File: src/rtl/vnorm_pkg.sv
// Shared types for the vector normalizer pipeline.
`timescale 1ns / 1ps
package vnorm_pkg;

  typedef struct packed {
    logic adv;
    logic vld;
  } pipe_ctl_t;

endpackage

File: src/rtl/vnorm_div.sv
// Pipelined rounded-numerator divider, one quotient bit per stage, with overflow flag.
`timescale 1ns / 1ps
module vnorm_div #(
  parameter int W = 24
) (
  input  logic                  clk,
  input  logic                  rst,
  input  vnorm_pkg::pipe_ctl_t  ctl,
  input  logic [2*W-1:0]        num,
  input  logic [W-1:0]          den,
  output logic [W-1:0]          quo,
  output logic                  ovf,
  output logic                  quo_vld
);
  import vnorm_pkg::*;

  logic [W-1:0] r   [W+1];
  logic [W-1:0] lo  [W+1];
  logic [W-1:0] d   [W+1];
  logic [W-1:0] q   [W+1];
  logic [W:0]   ov;
  logic [W:0]   vld;
  logic [W-1:0] r_next [W+1];
  logic         bit_next [W+1];

  always_comb begin
    logic [W:0]   sh;
    logic [W+1:0] diff;
    r_next[0]   = '0;
    bit_next[0] = 1'b0;
    for (int k = 1; k <= W; k++) begin
      sh   = {r[k-1], lo[k-1][W-1]};
      diff = {1'b0, sh} - {2'b00, d[k-1]};
      if (!diff[W+1]) begin
        r_next[k]   = diff[W-1:0];
        bit_next[k] = 1'b1;
      end else begin
        r_next[k]   = sh[W-1:0];
        bit_next[k] = 1'b0;
      end
    end
  end

  always_ff @(posedge clk) begin
    if (rst) begin
      vld <= '0;
    end else if (ctl.adv) begin
      vld <= {vld[W-1:0], ctl.vld};
    end
  end

  always_ff @(posedge clk) begin
    if (ctl.adv) begin
      r[0]  <= num[2*W-1:W];
      lo[0] <= num[W-1:0];
      d[0]  <= den;
      q[0]  <= '0;
      ov[0] <= num >= {den, {W{1'b0}}};
      for (int k = 1; k <= W; k++) begin
        r[k]  <= r_next[k];
        lo[k] <= {lo[k-1][W-2:0], 1'b0};
        d[k]  <= d[k-1];
        q[k]  <= {q[k-1][W-2:0], bit_next[k]};
        ov[k] <= ov[k-1];
      end
    end
  end

  assign quo     = q[W];
  assign ovf     = ov[W];
  assign quo_vld = vld[W];

endmodule
File: config.mk
export PLATFORM = sky130hd
export DESIGN_NAME = vnorm_div
export DESIGN_NICKNAME = d
export VERILOG_FILES = /design/src/rtl/vnorm_pkg.sv /design/src/rtl/vnorm_div.sv
export SDC_FILE = /design/constraint.sdc
export NUM_CORES = 2
export LEC_CHECK = 0
export BUFFER_PORTS_ARGS = -buffer_cell sky130_fd_sc_hd__buf_2
export CORE_ASPECT_RATIO = 1.5
export CORE_MARGIN = 2
export CORE_UTILIZATION = 35
export CTS_CLUSTER_SIZE = 12
export DETAILED_ROUTE_END_ITERATION = 8
export PLACE_DENSITY = 0.46
export REMOVE_ABC_BUFFERS = 1
export SYNTH_ARGS = -nofsm -noshare
export SYNTH_HDL_FRONTEND = slang
export SYNTH_SLANG_ARGS = --single-unit
File: constraint.sdc
create_clock -name clk -period 6.1 [get_ports clk]
set_input_delay 0.61 -clock clk [delete_from_list [all_inputs] [get_ports clk]]
set_output_delay 0.61 -clock clk [all_outputs]
set_load 0.01 [all_outputs]
==> metrics.md <==
| Metric | Value |
|---|---|
| Status | finished clean |
| Synthesized area per cell | ~13 um2 |
| Via count | approximately 53,000 |
| Slew margin rel. | about a quarter |
| Unrepaired setup endpoints after global routing | false |
| Cell area power density | about 500 mW/mm2 |
| Crit path kind | reg -> reg |
| IO Pins | slightly above 100 |
| Leading cell type in the layout, fill and taps excluded | edfxtp_1 |
| Seq pwr share | between 30% and 40% |
| Final worst-path setup slack | 1360 ps |
| Area Growth Syn to Fin | 12.8% |
| Met2 WL | 109 mm |
| Net Switching | 0.0171 W |
| Worst Tran Pin Value | approximately 1100 ps |
| Post-synth top area cell | edfxtp_1 |
| Post-synthesis cell type count | between 90 and 100 |
| EDFF count, synth | about 1,800 |
| Leak Pwr | ~39 nW |
| Wire length on met3 | a little under 5 mm |
| Top delay family on crit path | compound AO/OA/AOI/OAI gates |
| Logic pwr share | about two fifths |
| Core Util, Final | 39.7% |
| FFs w/ async S/R, synth | 0% |
| Worst-skew pair later-pin latency | about 870 ps |
| Initial antenna violation count | 1 |
| Congestion Overflow GR | 0 |
| Clk pwr share | approximately 22% |
| VDD IR max | approximately 0.24 mV |
| TNS Setup | 0 ps |
| Core area | 0.251 mm2 |
| Maximum clock path buffer count | 4 |
| Tightest Hold Check Type | in -> reg |
| CP Capture Type | flip-flop |
| Slowest stage delay, CP | around 650 ps |
| Routed WL | between 150 and 200 mm |
| Most frequent cells in the layout | 1,777 x edfxtp_1, 733 x inv_1, 599 x ha_1, 483 x nand2_1, 480 x o21ai_0 |
| Routability cong. | 0.832 |
| Clock Pin Slew Worst Setup and Hold Paths | around 60 ps |
| HPWL after DPL | ~130 mm |
| Endpoints failing setup | 0 |
| Post-layout min period | between 4000 and 5000 ps |
| Slew Limit Fails | 0 |
| Width of the die | 414 um |
| H-tree levels | 4 |
| Starting Density | between 30% and 40% |
| Sequential area share after synthesis | 61.1% |
| Vias in the first global route | around 58,000 |
| Die span in y | 619 um |
| Top sig layer | met4 |
| Routed len/inst | between 15 and 20 um |
| Period utilization | about 80% |
| Internal power | ~0.032 W |
| Slowest CP cell | edfxtp_1 |
| Cell count after synthesis | 6,955 |
| Largest net degree at the start of global routing | between 150 and 200 |
| Switching Share | between 30% and 40% |
| Synth top area share | a little over 60% |
| Startpoint types | flip-flop |
| Placement Setup Slack | approximately 1400 ps |
| Area of the die | around 0.26 mm2 |
| Number of buffers created by CTS | slightly below 200 |
| Peak Freq | ~0.21 GHz |
| Detail Route Antenna Nets | 0 |
| Crit-path cells | inv_1, ha_1, nor2b_1, o31a_1, o31a_1, a21oi_1, nor3_1, o21ai_0, a31oi_1, nor2_2, buf_4, inv_1, mux2_2 |
| CTS tree | done |
| WP data required | 6660 ps |
| First-pass GRT wire length | roughly 280 mm |
| Arrival @ worst endpoint | 5300 ps |
| Top FF cell, synth | edfxtp_1 |
| Worst Skew | roughly 73 ps |
| Fin nets | ~8,000 |
| Root buf cell | clkbuf_16 |
| # rows | ~230 |
| Post-CTS setup buffer count | 0 |
| Synth Warn # | 0 |
| I/O Buffers | slightly above 100 |
| Largest fanout on the critical path | 40 |
| Post-Syn Area | 0.0881 mm2 |
| Share of cells above drive strength 1 | 8.51% |
| Flops & latches, synth | around 1,800 |
| DR vias/cell | about 5 |
| MaxCap Viol Count | 0 |
| DRC Markers | 0 |
| Met1 WL | 53.0 mm |
| Crit path buffers/inverters | 3 |
| Overall Global Routing Usage | between 10% and 20% |
| Drt first pass iters | 5 |
| Clock Sinks | around 1,800 |
| Hold violation total from the final report | 0 |
| DR iter-0 viols | between 2,000 and 2,500 |
| Top post-synthesis cells by area | edfxtp_1 61%, ha_1 8.5%, inv_1 3.1% |
Yosys cell counts (46+ instances only):
cell,instances
a211oi_1,59
nor2b_1,99
mux2i_1,54
nand3_1,69
clkbuf_1,55
xor2_1,171
o31ai_1,63
nor3_1,81
o21a_1,103
xnor2_1,229
a21o_1,180
nand2b_1,99
a31oi_1,48
nand2_1,483
inv_1,733
nor2_1,342
edfxtp_1,1777
o21bai_1,46
ha_1,599
o21ai_0,480
a21oi_1,431
mux2_2,159
per-stage QoR:
step / power, W / hold slack (ps) / cells / cell area (um2)
CTS: 0.0500 / 59.3 / 10700 / 99500
detailed placement: 0.0387 / 405 / 10300 / 93000
finish: 0.0494 / 149 / 10700 / 99500
global placement: 0.0382 / 401 / 10300 / 93000
floorplan: 0.0333 / 400 / 6853 / 87700
global route: 0.0530 / 118 / 10700 / 99500
worst register-to-register path, delay by kind of cell (launching register included):
kind                     cells  cell delay [ps]
buffers and inverters        3              820
flip-flops                   1              650
AND/OR/NAND/NOR              3              690
multiplexers                 1              410
adder cells (fa/ha/maj)      1              240
AO/OA/AOI/OAI                5             1630
routing by layer:
metal | vias to the layer above | GRT usage (%)
li1 | 26200 | -
met1 | 25500 | 10.6
met2 | 816 | 30.4
met3 | 581 | 1.99
met4 | 0 | 8.18
met5 | - | 0
final cells by class:
cell class	count	area [um2]
diodes	1	2.50
multi-input cells	4315	31200
well taps	3291	4120
flip-flops and latches	1802	53900
repair buffers	231	1830
inverters	736	2760
clock inverters	78	440
clock buffers	254	5290
fillers	23500	151000
final timing paths:
path	start	endpoint	slack (ps)	cells past startpoint
worst max-delay path	lo[1][47]$_DFFE_PP_	r[0][164]$_DFFE_PP_	1360	13
worst min-delay path	rst	vld[12]$_SDFFE_PP0P_	150	2
worst max register to register	lo[1][47]$_DFFE_PP_	r[0][164]$_DFFE_PP_	1360	13
worst min register to register	q[16][13]$_DFFE_PP_	q[17][14]$_DFFE_PP_	400	0
what timing repair did:
item                                   CTS  global route
gates resized for setup                  0             0
endpoints found under the hold margin   73             0
hold buffers                            73             0
sequential cells by signal, summed over array words and instances (netlist names):
signal / flops
d: 576
lo: 300
ov: 25
q: 300
r: 576
vld: 25
power by group through the flow:
stage               Sequential (W)  Combinational [W]  Clock (W)
CTS                         0.0188             0.0198     0.0114
global placement            0.0190             0.0192          0
global route                0.0191             0.0220     0.0119
detailed placement          0.0190             0.0197          0
floorplan                   0.0186             0.0147          0
finish                      0.0188             0.0196     0.0110
cell families after synthesis:
family / share of synthesized area, %
DFF: 61.1
buffers and inverters: 3.69
and+or+nand+nor: 7.55
adders and majority gates: 9.03
muxes: 2.70
xor gates and xnor gates: 3.97
AOI/OAI and AO/OA: 12.0
No activity file was read; power rests on OpenSTA's default activity.
