--- src/rtl/vnorm_pkg.sv ---
// Shared types for the vector normalizer pipeline.
`timescale 1ns / 1ps
package vnorm_pkg;

  typedef struct packed {
    logic adv;
    logic vld;
  } pipe_ctl_t;

endpackage

--- src/rtl/vnorm_sqrt.sv ---
// Pipelined integer square root, one root bit per stage, rounded to nearest.
`timescale 1ns / 1ps
module vnorm_sqrt #(
  parameter int W = 24
) (
  input  logic                  clk,
  input  logic                  rst,
  input  vnorm_pkg::pipe_ctl_t  ctl,
  input  logic [2*W-1:0]        sq_sum,
  output logic [W-1:0]          len,
  output logic                  len_vld
);
  import vnorm_pkg::*;

  localparam int RW = W + 2;

  logic [RW-1:0]  rem     [W];
  logic [W-1:0]   root    [W];
  logic [2*W-1:0] rest    [W];
  logic [W-1:0]   vld;
  logic [RW-1:0]  rem_next  [W];
  logic [W-1:0]   root_next [W];
  logic [2*W-1:0] rest_next [W];

  always_comb begin
    logic [RW-1:0]  prem;
    logic [W-1:0]   proot;
    logic [2*W-1:0] prest;
    logic [RW+1:0]  sh;
    logic [RW+1:0]  trial;
    logic [RW+1:0]  diff;
    for (int k = 0; k < W; k++) begin
      if (k == 0) begin
        prem  = '0;
        proot = '0;
        prest = sq_sum;
      end else begin
        prem  = rem[k-1];
        proot = root[k-1];
        prest = rest[k-1];
      end
      sh    = {prem, prest[2*W-1 -: 2]};
      trial = {2'b00, proot, 2'b01};
      diff  = sh - trial;
      if (!diff[RW+1]) begin
        rem_next[k]  = diff[RW-1:0];
        root_next[k] = {proot[W-2:0], 1'b1};
      end else begin
        rem_next[k]  = sh[RW-1:0];
        root_next[k] = {proot[W-2:0], 1'b0};
      end
      rest_next[k] = {prest[2*W-3:0], 2'b00};
    end
  end

  always_ff @(posedge clk) begin
    if (rst) begin
      vld     <= '0;
      len_vld <= 1'b0;
    end else if (ctl.adv) begin
      vld     <= {vld[W-2:0], ctl.vld};
      len_vld <= vld[W-1];
    end
  end

  always_ff @(posedge clk) begin
    if (ctl.adv) begin
      for (int k = 0; k < W; k++) begin
        rem[k]  <= rem_next[k];
        root[k] <= root_next[k];
        rest[k] <= rest_next[k];
      end
      len <= root[W-1] + W'(rem[W-1] > {2'b00, root[W-1]});
    end
  end

endmodule

--- config.mk ---
export PLATFORM = sky130hd
export DESIGN_NAME = vnorm_sqrt
export DESIGN_NICKNAME = d
export VERILOG_FILES = /design/src/rtl/vnorm_pkg.sv /design/src/rtl/vnorm_sqrt.sv
export SDC_FILE = /design/constraint.sdc
export NUM_CORES = 2
export LEC_CHECK = 0
export BUFFER_PORTS_ARGS = -buffer_cell sky130_fd_sc_hd__clkbuf_2
export CAP_MARGIN = 20
export CELL_PAD_IN_SITES_DETAIL_PLACEMENT = 0
export CELL_PAD_IN_SITES_GLOBAL_PLACEMENT = 1
export CORE_MARGIN = 2
export CORE_UTILIZATION = 29
export DETAILED_ROUTE_END_ITERATION = 10
export GPL_TIMING_DRIVEN = 0
export PLACE_DENSITY = 0.53
export SKIP_CTS_REPAIR_TIMING = 1
export SYNTH_ARGS = -nofsm -noshare
export SYNTH_HDL_FRONTEND = slang
export SYNTH_SLANG_ARGS = --single-unit
--- constraint.sdc ---
create_clock -name clk -period 4.5 [get_ports clk]
set_input_delay 0.9 -clock clk [delete_from_list [all_inputs] [get_ports clk]]
set_output_delay 0.9 -clock clk [all_outputs]
set_load 0.01 [all_outputs]
==> impl_metrics.py <==
metrics = {
    "synthesis": {
        "synthAdderAreaFrac_pct": 5.932,
        "post_synth_xor_area_fraction_pct": 6.666,
        "synth_compound_gate_area_share_pct": 8.577,
        "synth_simple_gate_area_share_pct": 8.638,
        "synth-seq-cells": 1481,
        "synth-warning-count": 0,
        "post_synth_inst_count": 5149,
        "postSynth.asyncResetShare_pct": 0,
        "synth_top_family_by_area": "simple AND/OR/NAND/NOR gates",
        "top_reg_cell_synth": "sky130_fd_sc_hd__edfxtp_1",
        "synth_area_sq_um": 68550,
        "synth_edf_count": 1456,
        "syn_avg_cell_area_sq_um": 13.31,
        "count_of_distinct_cell_types_in_the_synthesized_netlist": 87,
        "synth_seq_area_share_pct": 64.52,
        "synthMuxAreaShare_pct": 2.795,
    },
    "sta": {
        "timing_worst_slew_pin_value_ns": 0.9545,
        "rsz_0062_raised_after_global_routing": "false",
        "timing.final.setup_violations": 0,
        "final_min_period_over_clock_period_pct": 95.94,
        "maxClockFrequency_ghz": 0.2316,
        "final_period_minus_worst_setup_slack_ns": 4.317,
        "final_hold_viol_count": 0,
        "slew_headroom_pct": 35.78,
        "slew_violations": 0,
        "skew_final_ns": 0.05377,
        "final.setup.tns_ns": 0,
        "postLayoutSetupSlackWorst_ns": 0.1828,
    },
    "place": {
        "dp_worst_setup_slack_ns": -0.1095,
        "globalplace.congestion": 0.8255,
        "io_buffer_count": 75,
        "post_dp_cell_area_sq_um": 73270,
        "total_half_perimeter_wirelength_after_legalization_and_detailed_placement_mm": 93.73,
    },
    "worst_setup_path": {
        "worstSetupStartpoint": "rem[2][85]$_DFFE_PP_",
        "crit_arrival_ns": 4.84,
        "worstSetupEndpoint": "rem[2][129]$_DFFE_PP_",
        "r2r_start": "rem[2][85]$_DFFE_PP_",
        "r2r.worst_path.cells": 12,
        "crit_fanout": 10,
        "path_class": "reg -> reg",
        "rrSetupSlack_ns": 0.18,
        "timing.critical_path.from_type": "flip-flop",
        "worst_setup_path_end_kind": "flip-flop",
        "worstPathRequired_ns": 5.02,
        "worst_r2r_endpoint": "rem[2][129]$_DFFE_PP_",
    },
    "hold_path": {
        "hold_path.class": "in -> reg",
        "worstHoldStart": "sq_sum[31]",
    },
    "route": {
        "drt_first_pass_iters": 5,
        "route.detailed.drc": 0,
        "antenna_left": 0,
        "route.final.wire_length_mm": 131.6,
        "detailroute.via_count": 38773,
        "vias_per_cell": 4.450,
        "wl_per_cell_microns": 15.10,
        "initialDrtViolationCount": 1873,
    },
    "floorplanning": {
        "vert_die_dim_microns": 490.2,
        "start_util_pct": 29.15,
        "dieWidth_microns": 490.2,
        "io-pin-count": 77,
        "fp.dieArea_sq_um": 240300,
        "fp.coreArea_sq_um": 235200,
        "rows": 178,
    },
    "clocking": {
        "clk_pin_slew_worst_paths_ns": 0.06,
        "cts_sinks": 1481,
        "cts_tree": "yes",
        "cts-root-to-sink-buffers": 3,
        "clk_root_buffer_cell": "sky130_fd_sc_hd__clkbuf_16",
        "htreeDepth": 4,
        "clock_insertion_delay_worst_skew_ns": 0.83,
        "numCtsBuffers": 176,
    },
    "global_route": {
        "grt_antenna_before_repair": 4,
        "global_route.usage.total_pct": 10.81,
        "grt_pass1_wl_mm": 211.1,
        "grt.overflow.total": 0,
        "pin_count_of_the_biggest_net_entering_global_routing": 120,
        "first_global_vias": 39581,
    },
    "cells_and_area": {
        "drive_gt1_share_pct": 9.583,
        "syn2layout_area_growth_pct": 15.22,
        "ff_latch_area_sq_um": 44220,
        "finalInstanceArea_sq_um": 78980,
        "fillers": 23004,
        "design.final.nets": 5795,
        "multi_input_area_sq_um": 22380,
    },
    "power_and_ir_drop": {
        "p_leak_uw": 0.02953,
        "report.power.total_uw": 38660,
        "power_per_cell_area_nw_per_um2": 489.4,
        "ir_drop_v": 0.0002911,
    },
    "job": {
        "max_cap_violations": 0,
    },
    "run_status": {
        "run_status": "complete, no violations",
    },
}
area by class of cell:
cell class,instances,share of cell area (%)
flip-flops and latches,1481,55.99
multi-input cells,3154,28.34
clock buffers,219,5.781
well taps,3150,4.990
inverters,427,2.029
clock inverters,103,1.413
repair buffers,90,0.9838
plain buffers,88,0.4658
diodes,2,0.006337
metrics by stage:
step	instances	util [%]	hold WS, ns
2_1_floorplan	5150	-	0.4003
3_3_place_gp	8375	30.98	0.4006
3_5_place_dp	8390	31.15	0.4045
4_1_cts	8712	33.57	0.1350
5_1_grt	8714	33.58	0.1563
6_report	8714	33.58	0.2347
state kept, by name, indices dropped and copies added (netlist names):
| signal | count |
|---|---|
| len_vld | 1 |
| root | 300 |
| rest | 552 |
| rem | 580 |
| vld | 24 |
| len | 24 |
worst min path at each step:
stage                                        end  slack, ns  cells past startpoint
after floorplan           rest[0][100]$_DFFE_PP_       0.40                      0
after global placement    rest[1][182]$_DFFE_PP_       0.40                      0
after detailed placement  rest[0][106]$_DFFE_PP_       0.40                      0
after CTS                  rest[0][31]$_DFFE_PP_       0.14                      1
after global routing       rest[0][28]$_DFFE_PP_       0.16                      1
final                      rest[0][31]$_DFFE_PP_       0.23                      1
critical path, cell delays in order (launching register included):
cell and delay (ns):
sky130_fd_sc_hd__edfxtp_1 0.41, sky130_fd_sc_hd__ha_1 0.38, sky130_fd_sc_hd__and4_1 0.27, sky130_fd_sc_hd__nand3_1 0.12, sky130_fd_sc_hd__o21ai_1 0.41, sky130_fd_sc_hd__a21o_1 0.24
sky130_fd_sc_hd__a41o_1 0.30, sky130_fd_sc_hd__a211oi_1 0.12, sky130_fd_sc_hd__xnor2_1 0.62, sky130_fd_sc_hd__buf_2 0.37, sky130_fd_sc_hd__buf_2 0.37, sky130_fd_sc_hd__o2111ai_1 0.22
sky130_fd_sc_hd__xnor2_1 0.18
power breakdown:
group | leakage (uW) | internal [uW] | total (uW) | switching [uW]
registers | 0.0145 | 17000 | 17900 | 835
logic | 0.0123 | 3070 | 6970 | 3900
clock network | 0.00276 | 8100 | 13800 | 5710
total | 0.0295 | 28200 | 38700 | 10400
layout by cell type (no fill, tap or decap), types with 25 or more instances in the layout:
master                      instances
sky130_fd_sc_hd__clkbuf_1         104
sky130_fd_sc_hd__mux2i_1           35
sky130_fd_sc_hd__nand2b_1          48
sky130_fd_sc_hd__xnor2_1          297
sky130_fd_sc_hd__ha_1             325
sky130_fd_sc_hd__clkbuf_2          76
sky130_fd_sc_hd__o21a_1            64
sky130_fd_sc_hd__o31ai_1           28
sky130_fd_sc_hd__nand3_1           85
sky130_fd_sc_hd__or3_1             47
sky130_fd_sc_hd__inv_1            424
sky130_fd_sc_hd__xor2_1           219
sky130_fd_sc_hd__or4_1             27
sky130_fd_sc_hd__a21o_1           115
sky130_fd_sc_hd__o21ai_0          289
sky130_fd_sc_hd__dfxtp_1           25
sky130_fd_sc_hd__nor4_1            60
sky130_fd_sc_hd__edfxtp_1        1456
sky130_fd_sc_hd__mux2_2           139
sky130_fd_sc_hd__nor2_1           295
sky130_fd_sc_hd__clkinv_1          40
sky130_fd_sc_hd__clkinv_2          32
sky130_fd_sc_hd__nor2b_1           50
sky130_fd_sc_hd__a211oi_1          27
sky130_fd_sc_hd__nand4_1           38
sky130_fd_sc_hd__a21oi_1          217
sky130_fd_sc_hd__nor3_1           115
sky130_fd_sc_hd__and3_1            26
sky130_fd_sc_hd__clkbuf_16        176
sky130_fd_sc_hd__nand2_1          324
synthesized netlist by cell type, drive strengths merged, types with 9 or more instances:
cell	n	share of area [%]
a211oi	27	0.30
edfxtp	1456	64
buf	26	0.19
xor2	220	2.8
xnor2	300	3.9
o2111ai	9	0.12
mux2i	35	0.51
o22ai	10	0.10
mux2	139	2.3
nand4	38	0.35
nand2b	48	0.44
or3	48	0.45
or4	27	0.30
ha	325	5.9
o21ai	291	2.1
nor3	115	0.84
nor2b	50	0.46
nor4	61	0.57
a31oi	22	0.22
clkbuf	62	0.34
a21boi	9	0.099
and4	12	0.15
o21bai	21	0.23
or2	16	0.15
nand2	324	1.8
nand4b	14	0.18
dfxtp	25	0.73
o31ai	28	0.31
and3	26	0.24
a21oi	218	1.6
nor2	295	1.6
o31a	11	0.14
o211ai	18	0.20
a211o	9	0.12
a21o	115	1.3
o21a	64	0.70
inv	426	2.3
nand3	85	0.62
and2	16	0.15
metal layers:
| metal | share of wire (%) | GRT usage [%] | vias to the layer above |
|---|---|---|---|
| met1 | 45 | 13.36 | 18289 |
| met2 | 47 | 18.11 | 566 |
| met4 | 4.3 | 4.894 | 0 |
| met3 | 3.9 | 2.257 | 324 |
| li1 | - | - | 19594 |
| met5 | 0 | 0 | - |
cell families (layout without fill, tap and decap cells):
| kind of cell | Yosys count | after routing |
|---|---|---|
| AOI/OAI and AO/OA | 928 | 928 |
| xor gates and xnor gates | 520 | 520 |
| adders and majority gates | 325 | 325 |
| buffers and inverters | 515 | 927 |
| DFF | 1481 | 1481 |
| muxes | 174 | 174 |
| other | 1 | 4 |
| and+or+nand+nor | 1205 | 1205 |
Power figures use the tool's default switching activity.
